`src/sv/serial_command_frame_parser_core_defines.svh`:
```
// Assertion macros shared by the frame parser RTL.
`ifndef SERIAL_COMMAND_FRAME_PARSER_CORE_DEFINES_SVH
`define SERIAL_COMMAND_FRAME_PARSER_CORE_DEFINES_SVH

// Clocked assertion, disabled while in reset.
`define SCFP_ASSERT(label, prop, msg) \
  label: assert property (@(posedge clk) disable iff (!rst_n) prop) else $error(msg);

// Clocked assertion that also holds during reset.
`define SCFP_ASSERT_ALWAYS(label, prop, msg) \
  label: assert property (@(posedge clk) prop) else $error(msg);

`endif

```
`src/sv/scfp_pkg.sv`:
```
// Types and constants of the serial command frame parser.
package scfp_pkg;

  localparam logic [7:0] SYNC_FIRST  = 8'hDE;
  localparam logic [7:0] SYNC_SECOND = 8'hAD;
  localparam logic [7:0] TAIL_FIRST  = 8'hBE;
  localparam logic [7:0] TAIL_SECOND = 8'hEF;
  localparam logic [8:0] HDR_BYTES   = 9'd4;

  localparam logic [8:0] POS_SYNC0 = 9'd0;
  localparam logic [8:0] POS_SYNC1 = 9'd1;
  localparam logic [8:0] POS_CMD   = 9'd2;
  localparam logic [8:0] POS_LEN   = 9'd3;

  localparam logic [7:0] CMD_COUNT_RESET = 8'd4;
  localparam logic       REG_CMD_COUNT   = 1'b0;

  typedef enum logic [1:0] {
    ST_CONTINUE = 2'd0,
    ST_PAYLOAD  = 2'd1,
    ST_DONE     = 2'd2,
    ST_ERROR    = 2'd3
  } status_t;

  typedef struct packed {
    status_t    status;
    logic [7:0] payload_byte;
    logic [7:0] payload_index;
    logic [7:0] command;
    logic [7:0] payload_length;
  } result_t;

endpackage

```
`src/sv/scfp_cfg.sv`:
```
// APB-style register file holding the command count.
module scfp_cfg (
  input  logic        clk,
  input  logic        rst_n,
  input  logic        cfg_psel,
  input  logic        cfg_penable,
  input  logic        cfg_pwrite,
  input  logic [2:0]  cfg_paddr,
  input  logic [31:0] cfg_pwdata,
  output logic [31:0] cfg_prdata,
  output logic        cfg_pready,
  output logic [7:0]  command_count
);

  logic [7:0] cmd_count_r;
  logic [7:0] cmd_count_nxt;
  logic       wr_en;

  assign cfg_pready = 1'b1;
  assign wr_en = cfg_psel && cfg_penable && cfg_pwrite && cfg_pready
                 && (cfg_paddr[2] == scfp_pkg::REG_CMD_COUNT);

  always_comb begin
    cmd_count_nxt = cmd_count_r;
    if (wr_en) begin
      cmd_count_nxt = cfg_pwdata[7:0];
    end
  end

  always_ff @(posedge clk) begin
    if (!rst_n) begin
      cmd_count_r <= scfp_pkg::CMD_COUNT_RESET;
    end else begin
      cmd_count_r <= cmd_count_nxt;
    end
  end

  always_comb begin
    cfg_prdata = 32'd0;
    if (cfg_paddr[2] == scfp_pkg::REG_CMD_COUNT) begin
      cfg_prdata = {24'd0, cmd_count_r};
    end
  end

  assign command_count = cmd_count_r;

endmodule

```
`src/sv/scfp_parse.sv`:
```
// Frame position tracking and per-byte decode of the parser.
module scfp_parse (
  input  logic                clk,
  input  logic                rst_n,
  input  logic                accept,
  input  logic [7:0]          rx_byte,
  input  logic [7:0]          command_count,
  output scfp_pkg::result_t   result
);

  logic [8:0] pos_r, pos_nxt;
  logic [7:0] cmd_r, cmd_nxt;
  logic [7:0] len_r, len_nxt;
  logic [8:0] end0;
  logic [8:0] end1;
  logic [8:0] pidx;
  logic       clr;

  assign end0 = {1'b0, len_r} + scfp_pkg::HDR_BYTES;
  assign end1 = end0 + 9'd1;
  assign pidx = pos_r - scfp_pkg::HDR_BYTES;

  always_comb begin
    pos_nxt = pos_r;
    cmd_nxt = cmd_r;
    len_nxt = len_r;
    clr     = 1'b0;
    result.status        = scfp_pkg::ST_CONTINUE;
    result.payload_byte  = 8'd0;
    result.payload_index = 8'd0;
    if (pos_r == scfp_pkg::POS_SYNC0) begin
      if (rx_byte != scfp_pkg::SYNC_FIRST) begin
        result.status = scfp_pkg::ST_ERROR;
        clr = 1'b1;
      end else begin
        pos_nxt = scfp_pkg::POS_SYNC1;
      end
    end else if (pos_r == scfp_pkg::POS_SYNC1) begin
      if (rx_byte != scfp_pkg::SYNC_SECOND) begin
        result.status = scfp_pkg::ST_ERROR;
        clr = 1'b1;
      end else begin
        pos_nxt = scfp_pkg::POS_CMD;
      end
    end else if (pos_r == scfp_pkg::POS_CMD) begin
      if (rx_byte >= command_count) begin
        result.status = scfp_pkg::ST_ERROR;
        clr = 1'b1;
      end else begin
        cmd_nxt = rx_byte;
        pos_nxt = scfp_pkg::POS_LEN;
      end
    end else if (pos_r == scfp_pkg::POS_LEN) begin
      len_nxt = rx_byte;
      pos_nxt = scfp_pkg::HDR_BYTES;
    end else if (pos_r == end0) begin
      if (rx_byte != scfp_pkg::TAIL_FIRST) begin
        result.status = scfp_pkg::ST_ERROR;
        clr = 1'b1;
      end else begin
        pos_nxt = pos_r + 9'd1;
      end
    end else if (pos_r == end1) begin
      result.status = (rx_byte != scfp_pkg::TAIL_SECOND) ? scfp_pkg::ST_ERROR
                                                           : scfp_pkg::ST_DONE;
      clr = 1'b1;
    end else begin
      result.status        = scfp_pkg::ST_PAYLOAD;
      result.payload_byte  = rx_byte;
      result.payload_index = pidx[7:0];
      pos_nxt = pos_r + 9'd1;
    end
    // command and length are reported as held before the clear
    result.command        = cmd_nxt;
    result.payload_length = len_nxt;
    if (clr) begin
      pos_nxt = 9'd0;
      cmd_nxt = 8'd0;
      len_nxt = 8'd0;
    end
  end

  always_ff @(posedge clk) begin
    if (!rst_n) begin
      pos_r <= 9'd0;
      cmd_r <= 8'd0;
      len_r <= 8'd0;
    end else if (accept) begin
      pos_r <= pos_nxt;
      cmd_r <= cmd_nxt;
      len_r <= len_nxt;
    end
  end

endmodule

```
`src/sv/serial_command_frame_parser_core.sv`:
```
// Result: the result of an input transaction is on the output register in the cycle after it.
// Throughput: one byte per cycle; the frame state update is a single compare
// chain on the current position, and the output register accepts a new byte
// whenever it is empty or being drained in the same cycle.
// Reset: synchronous active-low; parser state clears, command count returns to 4.
`include "serial_command_frame_parser_core_defines.svh"

module serial_command_frame_parser_core (
  input  logic        clk,
  input  logic        rst_n,
  input  logic        in_valid,
  output logic        in_ready,
  input  logic [7:0]  in_rx_byte,
  output logic        out_valid,
  input  logic        out_ready,
  output logic [1:0]  out_status,
  output logic [7:0]  out_payload_byte,
  output logic [7:0]  out_payload_index,
  output logic [7:0]  out_command,
  output logic [7:0]  out_payload_length,
  input  logic        cfg_psel,
  input  logic        cfg_penable,
  input  logic        cfg_pwrite,
  input  logic [2:0]  cfg_paddr,
  input  logic [31:0] cfg_pwdata,
  output logic [31:0] cfg_prdata,
  output logic        cfg_pready
);

  logic              accept;
  logic [7:0]        command_count;
  scfp_pkg::result_t step_res;
  scfp_pkg::result_t out_res_r;
  logic              out_valid_r, out_valid_nxt;

  scfp_cfg u_cfg (
    .clk           (clk),
    .rst_n         (rst_n),
    .cfg_psel      (cfg_psel),
    .cfg_penable   (cfg_penable),
    .cfg_pwrite    (cfg_pwrite),
    .cfg_paddr     (cfg_paddr),
    .cfg_pwdata    (cfg_pwdata),
    .cfg_prdata    (cfg_prdata),
    .cfg_pready    (cfg_pready),
    .command_count (command_count)
  );

  scfp_parse u_parse (
    .clk           (clk),
    .rst_n         (rst_n),
    .accept        (accept),
    .rx_byte       (in_rx_byte),
    .command_count (command_count),
    .result        (step_res)
  );

  assign in_ready = !out_valid_r || out_ready;
  assign accept   = in_valid && in_ready;

  always_comb begin
    out_valid_nxt = out_valid_r;
    if (accept) begin
      out_valid_nxt = 1'b1;
    end else if (out_ready) begin
      out_valid_nxt = 1'b0;
    end
  end

  always_ff @(posedge clk) begin
    if (!rst_n) begin
      out_valid_r <= 1'b0;
    end else begin
      out_valid_r <= out_valid_nxt;
    end
  end

  always_ff @(posedge clk) begin
    if (accept) begin
      out_res_r <= step_res;
    end
  end

  assign out_valid          = out_valid_r;
  assign out_status         = out_res_r.status;
  assign out_payload_byte   = out_res_r.payload_byte;
  assign out_payload_index  = out_res_r.payload_index;
  assign out_command        = out_res_r.command;
  assign out_payload_length = out_res_r.payload_length;

  `SCFP_ASSERT(a_accept_fills, accept |=> out_valid_r, "accepted byte produced no result")
  `SCFP_ASSERT(a_pidx_in_len, out_valid_r && out_status == scfp_pkg::ST_PAYLOAD |-> out_payload_index < out_payload_length, "payload index beyond declared length")
  `SCFP_ASSERT(a_nonpayload_zero, out_valid_r && out_status != scfp_pkg::ST_PAYLOAD |-> out_payload_byte == 8'd0 && out_payload_index == 8'd0, "payload fields set outside payload")
  `SCFP_ASSERT_ALWAYS(a_reset_empty, !$past(rst_n) |-> !out_valid_r, "result valid right after reset")

endmodule
```
`config.mk`:
```
export PLATFORM = sky130hd
export DESIGN_NAME = serial_command_frame_parser_core
export DESIGN_NICKNAME = d
export VERILOG_FILES = /design/src/sv/scfp_pkg.sv /design/src/sv/scfp_cfg.sv /design/src/sv/scfp_parse.sv /design/src/sv/serial_command_frame_parser_core.sv
export VERILOG_INCLUDE_DIRS = /design/src /design/src/sv
export SDC_FILE = /design/constraint.sdc
export NUM_CORES = 1
export LEC_CHECK = 0
export BUFFER_PORTS_ARGS = -buffer_cell sky130_fd_sc_hd__buf_4
export CORE_MARGIN = 4
export CORE_UTILIZATION = 56
export DETAILED_ROUTE_END_ITERATION = 8
export GPL_TIMING_DRIVEN = 0
export HOLD_SLACK_MARGIN = 0.12
export PLACE_DENSITY = 0.86
export SLEW_MARGIN = 40
export SYNTH_ARGS = -nofsm -noshare
export SYNTH_HDL_FRONTEND = slang
export SYNTH_SLANG_ARGS = --single-unit
```
`constraint.sdc`:
```
create_clock -name clk -period 7.7 [get_ports clk]
set_input_delay 1.155 -clock clk [delete_from_list [all_inputs] [get_ports clk]]
set_output_delay 1.155 -clock clk [all_outputs]
set_load 0.02 [all_outputs]
```
=== Word level (Yosys, flattened, before mapping) ===
Index checks and enable logic that the tools add are counted.

* Bits in writable memories: 0
* Input port bits: 50
* Bits in latches: 0
* Register bits: 68
* Output and inout port bits: 69
* Memories: 0
* Logic and storage cells: 87
* Bits in read-only memories: 0

* Mux-type cells: 47
* Bitwise gates (word level): 1
* Reductions and logical operators: 10
* Div/mod/pow operators: 0
* $mul: 0
* Add/sub/neg operators: 4
* Magnitude comparators: 1
* Shift-type cells: 0
* Eq/ne operators: 14

{| class="wikitable"
|+ Operator list
! kind !! count
|-
| 9-bit 2-to-1 mux || 11
|-
| 8-bit 2-to-1 mux || 11
|-
| 16-bit 2-to-1 mux || 2
|-
| 8-bit != test, second input constant || 4
|-
| 9-bit by 1-bit adder with 9-bit output, second input constant || 2
|-
| 9-bit by 2-bit == test with 1-bit output, second input constant || 2
|-
| 9-bit == test || 2
|-
| 18-bit 2-to-1 mux || 1
|-
| 2-bit 2-to-1 mux || 9
|-
| 1-bit 2-to-1 mux || 13
|-
| 8-bit by 3-bit adder with 9-bit output, second input constant || 1
|-
| 9-bit by 1-bit == test with 1-bit output, second input constant || 1
|-
| 9-bit logical NOT || 1
|-
| 8-bit greater-or-equal comparator || 1
|-
| 8-bit by 3-bit subtractor with 8-bit output, second input constant || 1
|-
| 7-bit by 1-bit != test with 1-bit output, second input constant || 1
|-
| 7-bit by 2-bit != test with 1-bit output, second input constant || 1
|-
| 6-bit AND reduction || 1
|-
| 6-bit OR reduction || 1
|-
| 5-bit by 2-bit != test with 1-bit output, second input constant || 1
|-
| 1-bit logical AND || 4
|-
| 4-bit by 2-bit != test with 1-bit output, second input constant || 1
|-
| 3-bit by 2-bit != test with 1-bit output, second input constant || 1
|-
| 2-bit nonzero test || 1
|-
| 3 further kinds || 3
|}

=== Depth between registers and ports, before layout ===
* Word-level depth: 11
* Depth in mapped cells: 11
* Depth with buffers taken out: 9

=== By module ===
A second synthesis with hierarchy kept.

* Cell total of the unflattened synthesis: 422
* Area, all modules: 4225.3 µm²

{| class="wikitable"
|+ Modules (own cells, without submodules)
! module !! cells an instance !! seq. area each (µm²) !! area each (µm²) !! instances
|-
| scfp_parse || 313 || 500.5 || 2551.2 || 1
|-
| serial_command_frame_parser_core || 39 || 1041.0 || 1078.5 || 1
|-
| scfp_cfg || 70 || 160.2 || 595.6 || 1
|}

=== Worst setup path after synthesis ===
No wires, ideal clock.

* Path type: input port to flip-flop
* From: input out_ready
* To: register u_parse.cmd_r[4]
* Stages: 9
* Slack: 4.245 ns
* Arrival time: 3.386 ns
* Path buffers: 1
* Data required time: 7.631 ns
* Path through: nand2b_1 > nand2_1 > inv_1 > nand2_1 > or4_1 > o41ai_1 > a21oi_2 > buf_2 > o21ai_1

* Cells in the longest elaborated chain, start to end: 2

{| class="wikitable"
|+ Ends and longest elaborated chain
! what !! line !! RTL
|-
| from (decl) || serial_command_frame_parser_core.sv:15 || <nowiki>input logic out_ready,</nowiki>
|-
| 1-bit logical OR || serial_command_frame_parser_core.sv:58 || <nowiki>assign in_ready = !out_valid_r || out_ready;</nowiki>
|-
| 1-bit logical AND || serial_command_frame_parser_core.sv:59 || <nowiki>assign accept = in_valid && in_ready;</nowiki>
|-
| net accept || serial_command_frame_parser_core.sv:30 || <nowiki>logic accept;</nowiki>
|-
| to (signal assigned) || scfp_parse.sv:90 || <nowiki>cmd_r <= cmd_nxt;</nowiki>
|-
| to (decl) || scfp_parse.sv:12 || <nowiki>logic [7:0] cmd_r, cmd_nxt;</nowiki>
|}

The timed path passes the listed nets, and every way through them passes these cells.
A chain may end at the register's enable or synchronous reset.

=== Worst setup path after layout ===
* From: register u_parse.len_r[2]
* To: register u_parse.len_r[4]

* Cells in the longest elaborated chain, start to end: 10
* Elaborated cells on any way between the ends: 11

{| class="wikitable"
|+ Ends and longest elaborated chain
! what !! line !! RTL
|-
| from (decl) || scfp_parse.sv:13 || <nowiki>logic [7:0] len_r, len_nxt;</nowiki>
|-
| from (signal assigned) || scfp_parse.sv:91 || <nowiki>len_r <= len_nxt;</nowiki>
|-
| 8-bit by 3-bit adder with 9-bit output * || scfp_parse.sv:19 || <nowiki>assign end0 = {1'b0, len_r} + scfp_pkg::HDR_BYTES;</nowiki>
|-
| 9-bit by 1-bit adder with 9-bit output || scfp_parse.sv:20 || <nowiki>assign end1 = end0 + 9'd1;</nowiki>
|-
| 9-bit == test || scfp_parse.sv:63 || <nowiki>end else if (pos_r == end1) begin</nowiki>
|-
| 1-bit 2-to-1 mux || scfp_parse.sv:63 ||
|-
| 1-bit 2-to-1 mux * || scfp_parse.sv:56 || <nowiki>end else if (pos_r == end0) begin</nowiki>
|-
| 1-bit 2-to-1 mux * || scfp_parse.sv:53 || <nowiki>end else if (pos_r == scfp_pkg::POS_LEN) begin</nowiki>
|-
| 1-bit 2-to-1 mux * || scfp_parse.sv:45 || <nowiki>end else if (pos_r == scfp_pkg::POS_CMD) begin</nowiki>
|-
| 1-bit 2-to-1 mux * || scfp_parse.sv:38 || <nowiki>end else if (pos_r == scfp_pkg::POS_SYNC1) begin</nowiki>
|-
| 1-bit 2-to-1 mux * || scfp_parse.sv:31 || <nowiki>if (pos_r == scfp_pkg::POS_SYNC0) begin</nowiki>
|-
| 8-bit 2-to-1 mux * || scfp_parse.sv:76 || <nowiki>if (clr) begin</nowiki>
|}

Every way passes the cells marked *; elsewhere a longest branch is shown, timed or not.

==> metrics.md <==
| Metric | Value |
|---|---|
| Final Hold Fails | 0 |
| Clk sinks | 68 |
| Critical path endpoint | u_parse.len_r[4]$_SDFFE_PN0P_ |
| Vias per std cell | 5.31 |
| Final Cell Area | 4830 µm² |
| Sequential fraction of the synthesis area | 43.0% |
| RSZ-0062 raised after global routing | no |
| WL/cell | 14.3 µm |
| Crit path kind | reg -> reg |
| Mapped Area | 3960 µm² |
| Cell Rows | 30 |
| GPL Wtd Cong | 0.942 |
| Largest net degree at the start of global routing | 39 |
| DP HPWL | 6.65 mm |
| Die X | 92.1 µm |
| DRC viols | 0 |
| First-pass GRT wire length | 14.5 mm |
| Buf+Inv Stages, Crit Path | 3 |
| Max-Cap Viols | 0 |
| LEAKAGE | 2.15 nW |
| Antenna Nets Post-Route | 0 |
| Post-synth EDFFs | 34 |
| Startpoint type of the worst setup path | flop |
| Pwr/cell area | 152 nW/µm² |
| Ys async rst share | 0% |
| Syn Inst Count | 430 |
| Tmin final | 3.31 ns |
| Syn_area_per_cell | 9.20 µm² |
| Most common flop cell mapped by yosys | edfxtp_1 |
| Final Max Tran Viols | 0 |
| Setup tns final | 0 ns |
| YS warnings | 0 |
| Die height | 92.1 µm |
| I/O Buffers | 66 |
| Relative slew slack | 57.2% |
| Share of layout cells above drive strength 1 | 23.0% |
| Clk Latency, worst-skew pair | 0.35 ns |
| R2R Path End | u_parse.len_r[4]$_SDFFE_PN0P_ |
| H-tree levels | 3 |
| Fillers | 529 |
| CP max stage delay | 0.48 ns |
| ANT cells | 0 |
| Flop-to-flop setup slack | 4.39 ns |
| Global routing's busiest layer | met2 |
| GRT Overall Usage | 21.3% |
| Routed wire length | 8.99 mm |
| Reg2Reg Depth | 11 |
| WP depth | 11 |
| Longest Clk Path Bufs | 2 |
| Post-layout util | 70.7% |
| Arrival time worst endpoint | 3.54 ns |
| Fmax | 302 MHz |
| Number of global-route vias before repair | 3127 |
| Synth unique cells | 53 |
| Peak supply drop | 0.0768 mV |
| Inserted Clock Buffers | 9 |
| CTS clk-pin slew, worst paths | 0.07 ns |
| Post-synth top area cell | edfxtp_1 |
| TritonCTS clock tree | built |
| Status | finished clean |
| Worst Hold Class | reg -> reg |
| Crit-path slowest cell | a21oi_2 |
| Pre-CTS WS | 4.25 ns |
| Crit end category | flop |
| # setup viols final | 0 |
| M3 GR Usage | 3.45% |
| Crit-path leading delay family | simple AND/OR/NAND/NOR gates |
| Worst path cell trace | clkbuf_1 -> inv_1 -> ha_1 -> xor2_1 -> nor4b_1 -> nand4_1 -> nor3_1 -> a211oi_1 -> a21oi_2 -> buf_2 -> o21ai_1 |
| DP Area | 4660 µm² |
| GR Util met2 | 36.4% |
| Clock root buffer | clkbuf_8 |
| Least-Margin Pin Slew | 0.642 ns |
| Fin crit share | 43.0% |
| GR Overflow Total | 0 |
| Post-synth top cells | nand2_1 (54), inv_1 (37), dfxtp_1 (34), edfxtp_1 (34), buf_4 (25) |
| Count leader, synth | nand2_1 |
| Initial DRC Count | 208 |
| Final setup skew | 0.00986 ns |
| CORE AREA | 6830 µm² |
| Hold buffers post-CTS | 0 |
| Initial core utilization | 57.9% |
| # nets final | 597 |
| M1 GR Usage | 26.7% |
| Post-CTS resize count | 0 |
| TritonRoute pass-1 iters | 5 |
| Top Ports | 119 |
| Vias after detailed routing | 3351 |
| Area delta synth->final | 22.0% |
| Maximum fanout along the worst path | 10 |
| Worst setup path startpoint | u_parse.len_r[2]$_SDFFE_PN0P_ |
| Post-synth top area share | 25.8% |
| Setup bufs post-CTS | 0 |
| Die area | 8480 µm² |
| Setup ws final | 4.39 ns |
| #FFs+latches synth | 68 |
| Synth area leaders | edfxtp_1 (26%), dfxtp_1 (17%), ha_1 (5.4%) |
| Worst Path Required | 7.93 ns |
| Reg2reg start | u_parse.len_r[2]$_SDFFE_PN0P_ |
| Antenna violations before repair | 0 |
cells in the final DEF (no fill, tap or decap), types with 5 or more instances in the layout:
cell type	Yosys	routed
nand2_1	54	54
xnor2_1	15	15
a21oi_1	14	14
nor3_1	9	9
buf_2	7	7
dfxtp_1	34	34
o21ai_1	19	19
nand4_1	5	5
and2_1	15	15
nand3_1	18	18
clkbuf_1	12	13
o21ai_0	7	7
edfxtp_1	34	34
conb_1	2	25
ha_1	17	17
nor2_1	20	20
buf_4	25	91
mux2i_1	15	15
clkbuf_8	0	9
nand2b_1	6	6
inv_1	37	36
sequential cells by signal (all words and copies together), names as in the netlist:
name / flops
u_parse.len_r: 8
u_cfg.command_count: 8
out_payload_index: 8
out_valid: 1
out_payload_byte: 8
out_status: 2
out_command: 8
out_payload_length: 8
u_parse.cmd_r: 8
u_parse.pos_r: 9
report_power, final:
group          total (W)  internal [W]  leakage, nW  switching [W]
Clock           0.000256      0.000116       0.0783       0.000140
Sequential      0.000391      0.000388        0.612     0.00000264
Combinational  0.0000862     0.0000338         1.46      0.0000524
Total           0.000733      0.000538         2.15       0.000195
final cells by class:
type	instances	area, µm²	share of cell area [%]
Tap cell	96	120	2.49
Sequential cell	68	1700	35.2
Clock inverter	6	41.3	0.855
Timing Repair Buffer	66	495	10.3
Buffer	45	279	5.78
Inverter	37	140	2.90
Multi-Input combinational cell	303	1920	39.8
Clock buffer	10	128	2.64
routing by layer:
layer  vias up  part of all wire (%)
met5         -                     0
met4         0                   1.9
met3        18                   5.9
met2       139                    50
met1      1563                    42
li1       1631                     -
stage by stage:
step | total power [W] | cells | hold slack, ns
floorplan | 0.000451 | 453 | 0.429
global placement | 0.000483 | 615 | 0.435
detailed placement | 0.000485 | 615 | 0.448
CTS | 0.000733 | 631 | 0.459
global route | 0.000755 | 631 | 0.482
finish | 0.000733 | 631 | 0.456
worst min-delay path by stage:
stage / from / endpoint / cells after the start
after global routing: u_parse.cmd_r[5]$_SDFFE_PN0P_ / u_parse.cmd_r[5]$_SDFFE_PN0P_ / 2
after global placement: u_parse.cmd_r[5]$_SDFFE_PN0P_ / u_parse.cmd_r[5]$_SDFFE_PN0P_ / 2
final: u_parse.cmd_r[3]$_SDFFE_PN0P_ / u_parse.cmd_r[3]$_SDFFE_PN0P_ / 2
after floorplan: u_parse.cmd_r[0]$_SDFFE_PN0P_ / u_parse.cmd_r[0]$_SDFFE_PN0P_ / 2
after detailed placement: u_parse.cmd_r[3]$_SDFFE_PN0P_ / u_parse.cmd_r[3]$_SDFFE_PN0P_ / 2
after CTS: u_cfg.command_count[4]$_SDFFE_PN0P_ / u_cfg.command_count[4]$_SDFFE_PN0P_ / 2
cells by family (layout without fill, tap and decap cells):
family,Yosys count,in the layout,share of synthesized area [%]
flops,68,68,43.0
other cells,2,25,0.190
mux,15,15,3.79
buf+inv,82,164,10.6
xor+xnor,20,20,4.77
simple gates,153,153,20.1
fa+ha+maj,17,17,5.37
compound gates,73,73,12.2
tightest hold or removal path, stage by stage, from the launching register on:
cell and delay (ns):
dfxtp_1 0.32, nand2_1 0.05, o21ai_1 0.05
(Power assumes the default switching activity.)
